File: config.mk
export PLATFORM = sky130hd
export DESIGN_NAME = srcomp_queue
export DESIGN_NICKNAME = d
export VERILOG_FILES = /design/src/srcomp_pkg.sv /design/src/srcomp_queue.sv
export SDC_FILE = /design/constraint.sdc
export NUM_CORES = 1
export LEC_CHECK = 0
export ABC_AREA = 1
export BUFFER_PORTS_ARGS = -buffer_cell sky130_fd_sc_hd__buf_2
export CAP_MARGIN = 5
export CORE_UTILIZATION = 41
export CTS_CLUSTER_DIAMETER = 80
export DETAILED_ROUTE_END_ITERATION = 6
export PLACE_DENSITY = 0.67
export SYNTH_ARGS = -nofsm -noshare
export SYNTH_HDL_FRONTEND = slang
export SYNTH_SLANG_ARGS = --single-unit
File: constraint.sdc
create_clock -name clk -period 4.3 [get_ports clk]
set_input_delay 0.86 -clock clk [delete_from_list [all_inputs] [get_ports clk]]
set_output_delay 0.86 -clock clk [all_outputs]
set_load 0.005 [all_outputs]
File: src/srcomp_pkg.sv
`default_nettype none
package srcomp_pkg;

  localparam int CFG_IDX_W = 3;

  typedef enum logic [CFG_IDX_W-1:0] {
    CFG_TEMP      = 3'd0,
    CFG_PRESS_LO  = 3'd1,
    CFG_PRESS_HI  = 3'd2,
    CFG_PRESS9_HUM = 3'd3,
    CFG_HUM       = 3'd4
  } cfg_idx_t;

  typedef struct packed {
    logic [19:0] raw_temperature;
    logic [19:0] raw_pressure;
    logic [15:0] raw_humidity;
  } raw_t;

  typedef struct packed {
    logic [47:0] temp;
    logic [63:0] press_lo;
    logic [63:0] press_hi;
    logic [47:0] press9_hum;
    logic [39:0] hum;
  } coef_t;

  typedef enum logic [4:0] {
    S_IDLE, S_M1, S_M2, S_M3, S_M4, S_M5, S_M6, S_M7, S_M8, S_M9, S_M10,
    S_DIV, S_M11, S_M12, S_M13,
    S_H1, S_H2, S_H3, S_H4, S_H5, S_H6, S_H7, S_H8, S_OUT
  } state_t;

endpackage
`default_nettype wire

File: src/srcomp_queue.sv
`default_nettype none
module srcomp_queue (
  input  wire logic               clk,
  input  wire logic               rst_n,
  input  wire logic               push,
  input  wire srcomp_pkg::raw_t   push_data,
  output logic                    full,
  input  wire logic               pop,
  output logic                    empty,
  output srcomp_pkg::raw_t        head
);
  import srcomp_pkg::*;

  raw_t        slot_r [2];
  logic        wr_ptr_r, rd_ptr_r;
  logic [1:0]  cnt_r;

  assign full  = (cnt_r == 2'd2);
  assign empty = (cnt_r == 2'd0);
  assign head  = slot_r[rd_ptr_r];

  always_ff @(posedge clk) begin
    if (!rst_n) begin
      wr_ptr_r <= 1'b0;
      rd_ptr_r <= 1'b0;
      cnt_r    <= 2'd0;
    end else begin
      if (push) wr_ptr_r <= ~wr_ptr_r;
      if (pop)  rd_ptr_r <= ~rd_ptr_r;
      case ({push, pop})
        2'b10:   cnt_r <= cnt_r + 2'd1;
        2'b01:   cnt_r <= cnt_r - 2'd1;
        default: cnt_r <= cnt_r;
      endcase
    end
  end

  always_ff @(posedge clk) begin
    if (push) slot_r[wr_ptr_r] <= push_data;
  end

endmodule
`default_nettype wire

Yosys cells after proc, flatten, opt, wreduce, memory -nomap -nowiden. Memory sizes are Yosys's and may differ from the RTL's. A register that Yosys moved wholly into a read port is not among the register bits. Index checks and enable logic that the tools add are counted.

Register bits after elaboration: 4. Bits in writable memories: 112. Bits of input ports: 60. Output and inout port bits: 58. Memories: 1.

Memories: slot_r (words 2, width 56, read ports 1, clocked after Yosys merged registers in 1, wr ports 1, line srcomp_queue.sv:14) `raw_t slot_r [2];`.

$add $sub $neg: 2. Eq/ne operators: 3. Muxes and demuxes: 5. Bitwise operators: 2. Reductions and logical operators: 2.

Operator list (number): 2-bit == test, second input constant (2); 1-bit two-way mux (4); 2-bit case mux with 2 select lines (1); 2-bit by 1-bit adder with 2-bit output, second input constant (1); 2-bit by 1-bit == test with 1-bit output, second input constant (1); 2-bit logical NOT (1); 1-bit NOT (2); 2-bit nonzero test (1); 2-bit by 1-bit subtractor with 2-bit output, second input constant (1).

Depth between registers and ports, before layout. Gate-level depths: netlist of the first run.

Depth after elaboration: 3. Gate-level depth with buffers: 7. Depth with buffers taken out: 7.

Least setup slack after synthesis of the first run. No wires, ideal clock.

Path type: in2reg. From: input port push. To: memory slot_r[0][0] (netlist bit), enable pin. Library setup time: 471 ps. Arrival: 3269 ps. Path slack: 560 ps. Stages on the path: 2. Path through: inv_1 > nor2_1.

Longest elaborated chain between the ends: 2.

Ends and longest elaborated chain: start: declaration (line srcomp_queue.sv:5) `input wire logic push,`; 1-bit two-way mux (line srcomp_queue.sv:39) `if (push) slot_r[wr_ptr_r] <= push_data;`; 1-bit two-way mux (not written as such) (line srcomp_queue.sv:39); end: declaration (line srcomp_queue.sv:14).

No other way between the ends.

==> impl_metrics.json, run 1 <==
{
  "hp-start": "rd_ptr_r$_SDFFE_PN0P_",
  "setup_tns_ps": 0,
  "wl_um": 6970,
  "postCtsHoldBufs": 0,
  "track_usage_pct": 12.8,
  "n_antenna_cell": 0,
  "globalRoute.totalOverflow": 0,
  "die_y_um": 106,
  "place_hpwl_um": 4390,
  "cap_violations": 0,
  "path_cells": "mux2_2, buf_2",
  "drive_above_1_share_pct": 59.2,
  "finalSetupViolCount": 0,
  "syn_area_sq_um": 4430,
  "cpMaxStageDelayCell": "dfxtp_4",
  "gp_congestion": 0.691,
  "drc": 0,
  "avgViaCountPerCell": 4.55,
  "critPathBufInv": 1,
  "htree_levels": 4,
  "r2r-start": "wr_ptr_r$_SDFFE_PN0P_",
  "portBuffers": 117,
  "run_status": "finished clean",
  "grt_pass1_wl_um": 10500,
  "synthToLayoutAreaGrowth_pct": 29.2,
  "min_period_ps": 2950,
  "path_class": "flop to primary output",
  "drtIter0Drc": 54,
  "final.period_utilization_pct": 68.7,
  "antenna_found_initial": 0,
  "vias": 2232,
  "cts_buffers": 17,
  "rr_worst_depth": 3,
  "clock-skew-final_ps": 7.23,
  "cp_top_family": "flip-flops",
  "worstMarginPinSlew_ps": 988,
  "p_per_area_nw_per_um2": 498,
  "power.leakage_nw": 2.29,
  "ys_ff_latch": 117,
  "path_max_fanout": 56,
  "slew_viol_final": 0,
  "final_util_pct": 55.0,
  "tritoncts": "done",
  "synth_cells": 209,
  "start_util_pct": 42.5,
  "hold_viol": 0,
  "grt_pass1_vias": 2178,
  "io_pins": 118,
  "slew_headroom_pct": 34.2,
  "cts_setup_buffers": 0,
  "clockBufferDepth": 2,
  "cp_data_required_time_ps": 3440,
  "fmax_ghz": 0.339,
  "cts.sinks": 117,
  "syn_avg_cell_area_sq_um": 21.2,
  "wl_per_cell_um": 14.2,
  "num-nets-final": 403,
  "hold_path.class": "flop to flop",
  "cpPeakStageDelay_ps": 970,
  "syn_nets": 270,
  "dieArea_sq_um": 11200,
  "arrival_ps": 2090,
  "ant_nets": 0,
  "clk_pin_slew_ps": 60,
  "ir_drop_mv": 0.233,
  "ys_types": 13,
  "r2r-end": "slot_r[1][0]$_DFFE_PP_",
  "ctsResizeCount": 0,
  "clk_latency_ps": 490,
  "crit_path_end_kind": "primary output",
  "ys_seq_area_share_pct": 78.1,
  "root_buffer": "clkbuf_8",
  "grt_setup_unrepaired": "no",
  "worst_setup_path_start_kind": "flop",
  "finalPower_w": 0.00285,
  "grt_max_degree": 57,
  "firstDrtPassIters": 5,
  "die_w_um": 106,
  "rows": 37,
  "rrSetupSlack_ps": 2470,
  "core-area_sq_um": 10400,
  "hold_depth": 2,
  "ys_warn_count": 0
}
[registers in the layout (all words and copies together) (netlist names), named ones only]
signal,flops
cnt_r,2
wr_ptr_r,1
slot_r,112
rd_ptr_r,1
[worst reg2reg max path, delay by kind of cell (launching register included)]
family,cells,cell delay (ps)
buffers and inverters,2,1030
DFF,1,400
and+or+nand+nor,1,100
[cell usage after synthesis]
cell,n,share of area (%)
nor2_1,12,1.0
inv_1,6,0.51
mux2_2,16,4.1
a21oi_1,1,0.11
buf_6,5,1.3
mux2_4,40,14
ha_1,1,0.28
nand4_1,1,0.14
dfxtp_1,5,2.3
nand2_1,8,0.68
buf_2,1,0.11
edfxtp_1,112,76
o21ai_0,1,0.11
[metal layers]
layer	vias up	global-route usage (%)	wire length [um]
met5	-	0	0
met4	0	6.55	77
met3	7	4.60	487
met2	87	20.8	3430
met1	1064	15.0	2980
li1	1074	-	-
[area by class of cell]
class / count / area (sq um)
clock buffers: 18 / 418
inverters: 6 / 22.5
fillers: 863 / 4690
well taps: 136 / 170
clock inverters: 14 / 138
repair buffers: 120 / 621
multi-input cells: 80 / 892
flip-flops and latches: 117 / 3470
[how the worst max path moves through the flow]
stage,start,end,slack (ps),cells after the start
after floorplan,push,slot_r[0][0]$_DFFE_PP_,560,2
after global placement,flop,head[0],1870,2
after detailed placement,flop,head[4],1850,2
after CTS,flop,head[4],1300,2
after global routing,flop,head[4],1260,2
final,flop,head[4],1350,2
[cell usage in the layout (no fill, tap or decap)]
| master | n |
|---|---|
| a21oi_1 | 1 |
| buf_12 | 1 |
| buf_2 | 117 |
| buf_4 | 2 |
| bufinv_16 | 2 |
| clkbuf_1 | 1 |
| clkbuf_16 | 16 |
| clkbuf_8 | 1 |
| clkinv_2 | 6 |
| clkinv_4 | 2 |
| clkinvlp_4 | 4 |
| dfxtp_1 | 4 |
| dfxtp_4 | 1 |
| edfxtp_1 | 112 |
| ha_1 | 1 |
| inv_1 | 5 |
| inv_2 | 1 |
| mux2_2 | 16 |
| mux2_4 | 40 |
| nand2_1 | 8 |
| nand4_1 | 1 |
| nor2_1 | 11 |
| nor2_4 | 1 |
| o21ai_0 | 1 |
[cells by family (layout without fill, tap and decap cells)]
logic type,after synthesis,count (layout),share of synthesized area [%]
multiplexers,56,56,17.6
AND/OR/NAND/NOR,21,21,1.84
buffers and inverters,12,158,1.89
flip-flops,117,117,78.1
AO/OA/AOI/OAI,2,2,0.226
adder cells (fa/ha/maj),1,1,0.282
[where the power goes]
group | internal, W | total (W) | leakage (nW) | switching, W
logic | 0.000127 | 0.000211 | 0.927 | 0.0000845
clock network | 0.000817 | 0.00129 | 0.266 | 0.000470
registers | 0.00132 | 0.00135 | 1.09 | 0.0000360
total | 0.00226 | 0.00285 | 2.29 | 0.000590
[per-stage QoR]
step / cell area, sq um / setup slack (ps) / std cells / hold WS (ps)
6_report: 5730 / 1350 / 491 / 505
4_1_cts: 5730 / 1300 / 491 / 505
5_1_grt: 5730 / 1260 / 491 / 524
3_5_place_dp: 5170 / 1850 / 459 / 491
3_3_place_gp: 5170 / 1870 / 459 / 477
2_1_floorplan: 4430 / 560 / 209 / 463
Note: power is estimated with default switching activity, not from simulation.
==> run 2, diff against run 1 <==
ABC_AREA = 0   (was 1)
PLACE_DENSITY = 0.7   (was 0.67)
clock period = 2.7 ns   (was 4.3 ns; I/O delays follow)
==> run 2 against run 1 <==
- sequential power is 57% higher
- area after synthesis shrank 4.1%
- wire length rose by 1.1%
- critical path depth grew 1
==> impl_metrics.json, run 2 <==
{
  "cts_buffers": 17,
  "async_flop_share_pct": 0,
  "setup_tns_ps": 0,
  "worstMarginPinSlew_ps": 464,
  "hold_path.class": "input port to flop",
  "num-nets-final": 392,
  "yosysMostFrequentCell": "edfxtp_1",
  "syn_nets": 257,
  "hold_depth": 1,
  "clockBufferDepth": 2,
  "finalSetupViolCount": 0,
  "synthToLayoutAreaGrowth_pct": 30.3,
  "drive_above_1_share_pct": 60.6,
  "clock-skew-final_ps": 3.36,
  "critPathBufInv": 2,
  "ys_warn_count": 0,
  "p_per_area_nw_per_um2": 795,
  "io_pins": 118,
  "tritoncts": "done",
  "vias": 2174,
  "cts.sinks": 117,
  "cp_top_family": "buffers and inverters",
  "ys_seq_area_share_pct": 81.5,
  "place_hpwl_um": 4430,
  "wl_per_cell_um": 14.8,
  "die_w_um": 104,
  "grt_max_degree": 57,
  "antenna_found_initial": 0,
  "htree_levels": 4,
  "slew_headroom_pct": 69.0,
  "synth_largest_area_cell": "edfxtp_1",
  "fill_cells": 812,
  "ys_types": 17,
  "layout.cells.most_common_list": "buf_2, edfxtp_1, mux2_2",
  "largest_reg_flops": 112,
  "firstDrtPassIters": 4,
  "grt_pass1_vias": 2282,
  "synth_cells": 196,
  "layout_commonest_cell": "buf_2",
  "path_class": "flop to primary output",
  "path_cells": "buf_12, mux2_2, buf_2",
  "cp.depth": 3,
  "n_antenna_cell": 0,
  "globalRoute.totalOverflow": 0,
  "avgViaCountPerCell": 4.57,
  "postCtsHoldBufs": 0,
  "finalPower_w": 0.00440,
  "syn_area_sq_um": 4250,
  "synthTopCellsByCount": "edfxtp_1, mux2_2, dfxtp_1",
  "ir_drop_mv": 0.388,
  "stdcell_count": 476,
  "cpPeakStageDelay_ps": 390,
  "largestRegisters": "slot_r: 112 flops, cnt_r: 2 flops",
  "drtIter0Drc": 61,
  "synthFlopType": "edfxtp_1",
  "gp_congestion": 0.689,
  "ys_ff_latch": 117,
  "dieArea_sq_um": 10800,
  "grt_pass1_wl_um": 11000,
  "placed_cells": 445,
  "arrival_ps": 1660,
  "grt_setup_unrepaired": "no",
  "hold_ws_ps": 228,
  "min_period_ps": 2200,
  "path_max_fanout": 56,
  "ctsResizeCount": 0,
  "synth_area_leaders": "edfxtp_1, mux2_2, dfxtp_1",
  "ant_nets": 0,
  "crit_path_end_kind": "primary output",
  "core-area_sq_um": 9910,
  "wl_um": 7050,
  "run_status": "finished clean",
  "cpMaxStageDelayCell": "mux2_2",
  "die_y_um": 104,
  "start_util_pct": 42.9,
  "synth_top_area_share_pct": 79.1,
  "cap_violations": 0,
  "syn_avg_cell_area_sq_um": 21.7,
  "slew_viol_final": 0,
  "clk_pin_slew_ps": 50,
  "portBuffers": 117,
  "fmax_ghz": 0.454,
  "cts_setup_buffers": 0,
  "worst_setup_path_start_kind": "flop",
  "root_buffer": "clkbuf_8",
  "rows": 36,
  "track_usage_pct": 13.8,
  "clk_latency_ps": 490,
  "final.period_utilization_pct": 81.5,
  "largest_register": "slot_r",
  "rr_worst_depth": 2,
  "power.leakage_nw": 2.09,
  "drc": 0,
  "cp_data_required_time_ps": 2160,
  "synth_edf_count": 112,
  "hold_viol": 0
}
## run 2: changes by cell type in the layout (fill, tap and decap cells not counted), moves of 2 or more
| cell | previous run | this run |
|---|---|---|
| inv_1 | 5 | 1 |
| clkinv_2 | 6 | 4 |
| xnor2_1 | 0 | 2 |
| mux2_4 | 40 | 0 |
| clkbuf_1 | 1 | 4 |
| nor2_1 | 11 | 1 |
| and2_1 | 0 | 3 |
| mux2_2 | 16 | 56 |
| nand2_1 | 8 | 0 |
| buf_4 | 2 | 4 |
## run 2: metal layers
metal  vias up  track usage [%]  wire length, um
met5         -                0                0
met3        10             5.35              468
met2        79             22.9             3560
met4         0             7.04               81
li1       1041                -                -
met1      1044             15.4             2940
## run 2: worst register-to-register path: stages, from the launching register on
cell     delay, ps
dfxtp_1        370
and2_2         170
buf_4          400
## run 2: cell families after synthesis
group / Yosys count / share of synthesized area [%]
multiplexers: 56 / 14.8
AND/OR/NAND/NOR: 9 / 1.27
adder cells (fa/ha/maj): 1 / 0.294
flip-flops: 117 / 81.5
AO/OA/AOI/OAI: 3 / 0.471
buffers and inverters: 7 / 1.03
XOR/XNOR: 3 / 0.618
## run 2: cell type report
class	instances	area (sq um)	area share (%)
Timing Repair Buffer	122	636	11.5
Clock buffer	21	429	7.75
Multi-Input combinational cell	72	752	13.6
Clock inverter	10	85.1	1.54
Sequential cell	117	3460	62.6
Inverter	1	3.75	0.0678
Tap cell	133	166	3.01
## run 2: stage by stage
stage               setup WS [ps]  util [%]  area (sq um)
floorplan                     229         -          4250
global placement             1000      50.7          5020
detailed placement            998      50.7          5020
CTS                           456      55.9          5540
global route                  424      55.9          5540
finish                        499      55.9          5540
## run 2: report_power, final
group / switching (W) / total (W) / internal [W] / leakage, nW
Combinational: 0.000171 / 0.000369 / 0.000198 / 0.753
Clock: 0.000708 / 0.00191 / 0.00120 / 0.245
Sequential: 0.0000247 / 0.00212 / 0.00210 / 1.09
## run 2: worst paths after layout
kind / startpoint / end / slack (ps)
setup / recovery: flop / head[35] / 500
setup reg to reg: wr_ptr_r$_SDFFE_PN0P_ / slot_r[1][13]$_DFFE_PP_ / 1400
hold reg to reg: cnt_r[1]$_SDFFE_PN0P_ / cnt_r[1]$_SDFFE_PN0P_ / 530
hold / removal: push_data[18] / slot_r[0][18]$_DFFE_PP_ / 230
==> run 3, diff against run 2 <==
PLACE_DENSITY = 0.67   (was 0.7)
clock period = 2.1 ns   (was 2.7 ns; I/O delays follow)
==> run 3 against run 2 <==
- sequential power increased by 29%
- setup slack worse by 410 ps
- clock power increased by 52%
- critical path type unchanged
- critical path depth unchanged
- clock-buffer cell count fell by 2
- die area unchanged
- flip-flop and latch count is the same
==> impl_metrics.json, run 3 (synthesis results as in run 2) <==
{
  "run_status": "finished clean",
  "cpMaxStageDelayCell": "dfxtp_4",
  "start_util_pct": 42.9,
  "min_period_ps": 2010,
  "setup_tns_ps": 0,
  "multi_input_area_sq_um": 752,
  "path_max_fanout": 30,
  "htree_levels": 4,
  "crit_path_end_kind": "primary output",
  "cp_data_required_time_ps": 1680,
  "wl_per_cell_um": 15.2,
  "layout_commonest_cell": "buf_2",
  "placed_area_sq_um": 5050,
  "dp_slack_ps": 463,
  "path_cells": "buf_12, mux2_2, buf_2",
  "grt_setup_unrepaired": "no",
  "tritoncts": "done",
  "gp_congestion": 0.650,
  "worstMarginPinSlew_ps": 277,
  "fill_cells": 806,
  "clockBufferDepth": 2,
  "num-nets-final": 393,
  "wl_met1_um": 3030,
  "drtIter0Drc": 51,
  "layout.cells.most_common_list": "buf_2, edfxtp_1, mux2_2",
  "drive_above_1_share_pct": 60.3,
  "grt_pass1_vias": 2305,
  "vias": 2205,
  "largest_reg_flops": 112,
  "layout_setup_ws_ps": 87.3,
  "grt_pass1_wl_um": 11300,
  "highest_layer": "met5",
  "clock-skew-final_ps": 3.54,
  "avgViaCountPerCell": 4.60,
  "synthToLayoutAreaGrowth_pct": 33.6,
  "slew_headroom_pct": 81.5,
  "arrival_ps": 1590,
  "postCtsHoldBufs": 0,
  "die_w_um": 104,
  "core-area_sq_um": 9910,
  "track_usage_pct": 14.4,
  "globalRoute.totalOverflow": 0,
  "final.period_utilization_pct": 95.8,
  "ant_nets": 0,
  "finalSetupViolCount": 0,
  "fin_area_sq_um": 5680,
  "slew_viol_final": 0,
  "path_class": "flop to primary output",
  "grt_max_degree": 38,
  "p_per_area_nw_per_um2": 1080,
  "largest_register": "slot_r",
  "die_y_um": 104,
  "cts.sinks": 117,
  "io_pins": 118,
  "fmax_ghz": 0.497,
  "drc": 0,
  "portBuffers": 117,
  "dieArea_sq_um": 10800,
  "cts_buffers": 17,
  "rows": 36,
  "antenna_found_initial": 1,
  "clk_latency_ps": 490,
  "wl_met3_um": 477,
  "met2_length_um": 3710,
  "hold_viol": 0,
  "power.leakage_nw": 2.16,
  "root_buffer": "clkbuf_8",
  "firstDrtPassIters": 4,
  "ir_drop_mv": 0.577,
  "largestRegisters": "slot_r: 112 flops, cnt_r: 2 flops",
  "cpPeakStageDelay_ps": 370,
  "place_hpwl_um": 4640,
  "worst_setup_path_start_kind": "flop",
  "hold_path.class": "input port to flop",
  "clk_pin_slew_ps": 50,
  "wl_um": 7300,
  "cap_violations": 0,
  "area.sequential_sq_um": 3470
}
[run 3: changes by cell type in the layout (fill, tap and decap cells not counted), sizes merged]
cell and change:
bufinv +4, clkbuf -2, clkinvlp -2, buf +1
clkinv +1, diode +1
[run 3: area by class of cell]
type,count,area share [%]
antenna,1,0.0441
tap,133,2.93
sequential,117,61.0
clock buffer,19,7.42
multi-input combinational,72,13.2
timing repair buffer,123,12.0
clock inverter,13,3.28
inverter,1,0.0661
[run 3: repair_timing]
item,in CTS,in global routing
endpoints found under the setup margin,26,7
cloned,0,0
buffers inserted,0,0
pin swaps,0,0
resized for setup,2,2
hold endpoints to repair,0,0
[run 3: final timing paths]
path                                            start  cells after the start                 endpoint  slack [ps]
worst max-delay path                             flop                      3                  head[3]          90
worst min-delay path                    push_data[52]                      1  slot_r[1][52]$_DFFE_PP_         110
worst max register to register  wr_ptr_r$_SDFFE_PN0P_                      2  slot_r[1][15]$_DFFE_PP_         900
worst min register to register  cnt_r[1]$_SDFFE_PN0P_                      2    cnt_r[1]$_SDFFE_PN0P_         520
[run 3: metrics by stage]
step                cells  utilization (%)  total power, W  hold WS (ps)
finish                479             57.3         0.00614           111
global route          478             57.3         0.00638          76.5
CTS                   478             57.2         0.00623          79.1
detailed placement    446             51.0         0.00327           508
global placement      446             51.0         0.00326           481
floorplan             196                -         0.00303           466
[run 3: worst max-delay path: cells and delay by family (launching register included)]
| kind | cells | cell delay (ps) |
|---|---|---|
| flops | 1 | 370 |
| mux | 1 | 370 |
| buf+inv | 2 | 340 |
[run 3: metal layers]
metal / global-route usage, % / vias to the layer above
li1: - / 1047
met1: 16.3 / 1066
met2: 23.8 / 81
met3: 5.92 / 9
met4: 6.73 / 2
met5: 0 / -
[run 3: power breakdown]
part	internal (W)	leakage (nW)	switching (W)
clock	0.00202	0.293	0.000897
sequential	0.00270	1.09	0.0000342
combinational	0.000269	0.769	0.000226
total	0.00498	2.16	0.00116
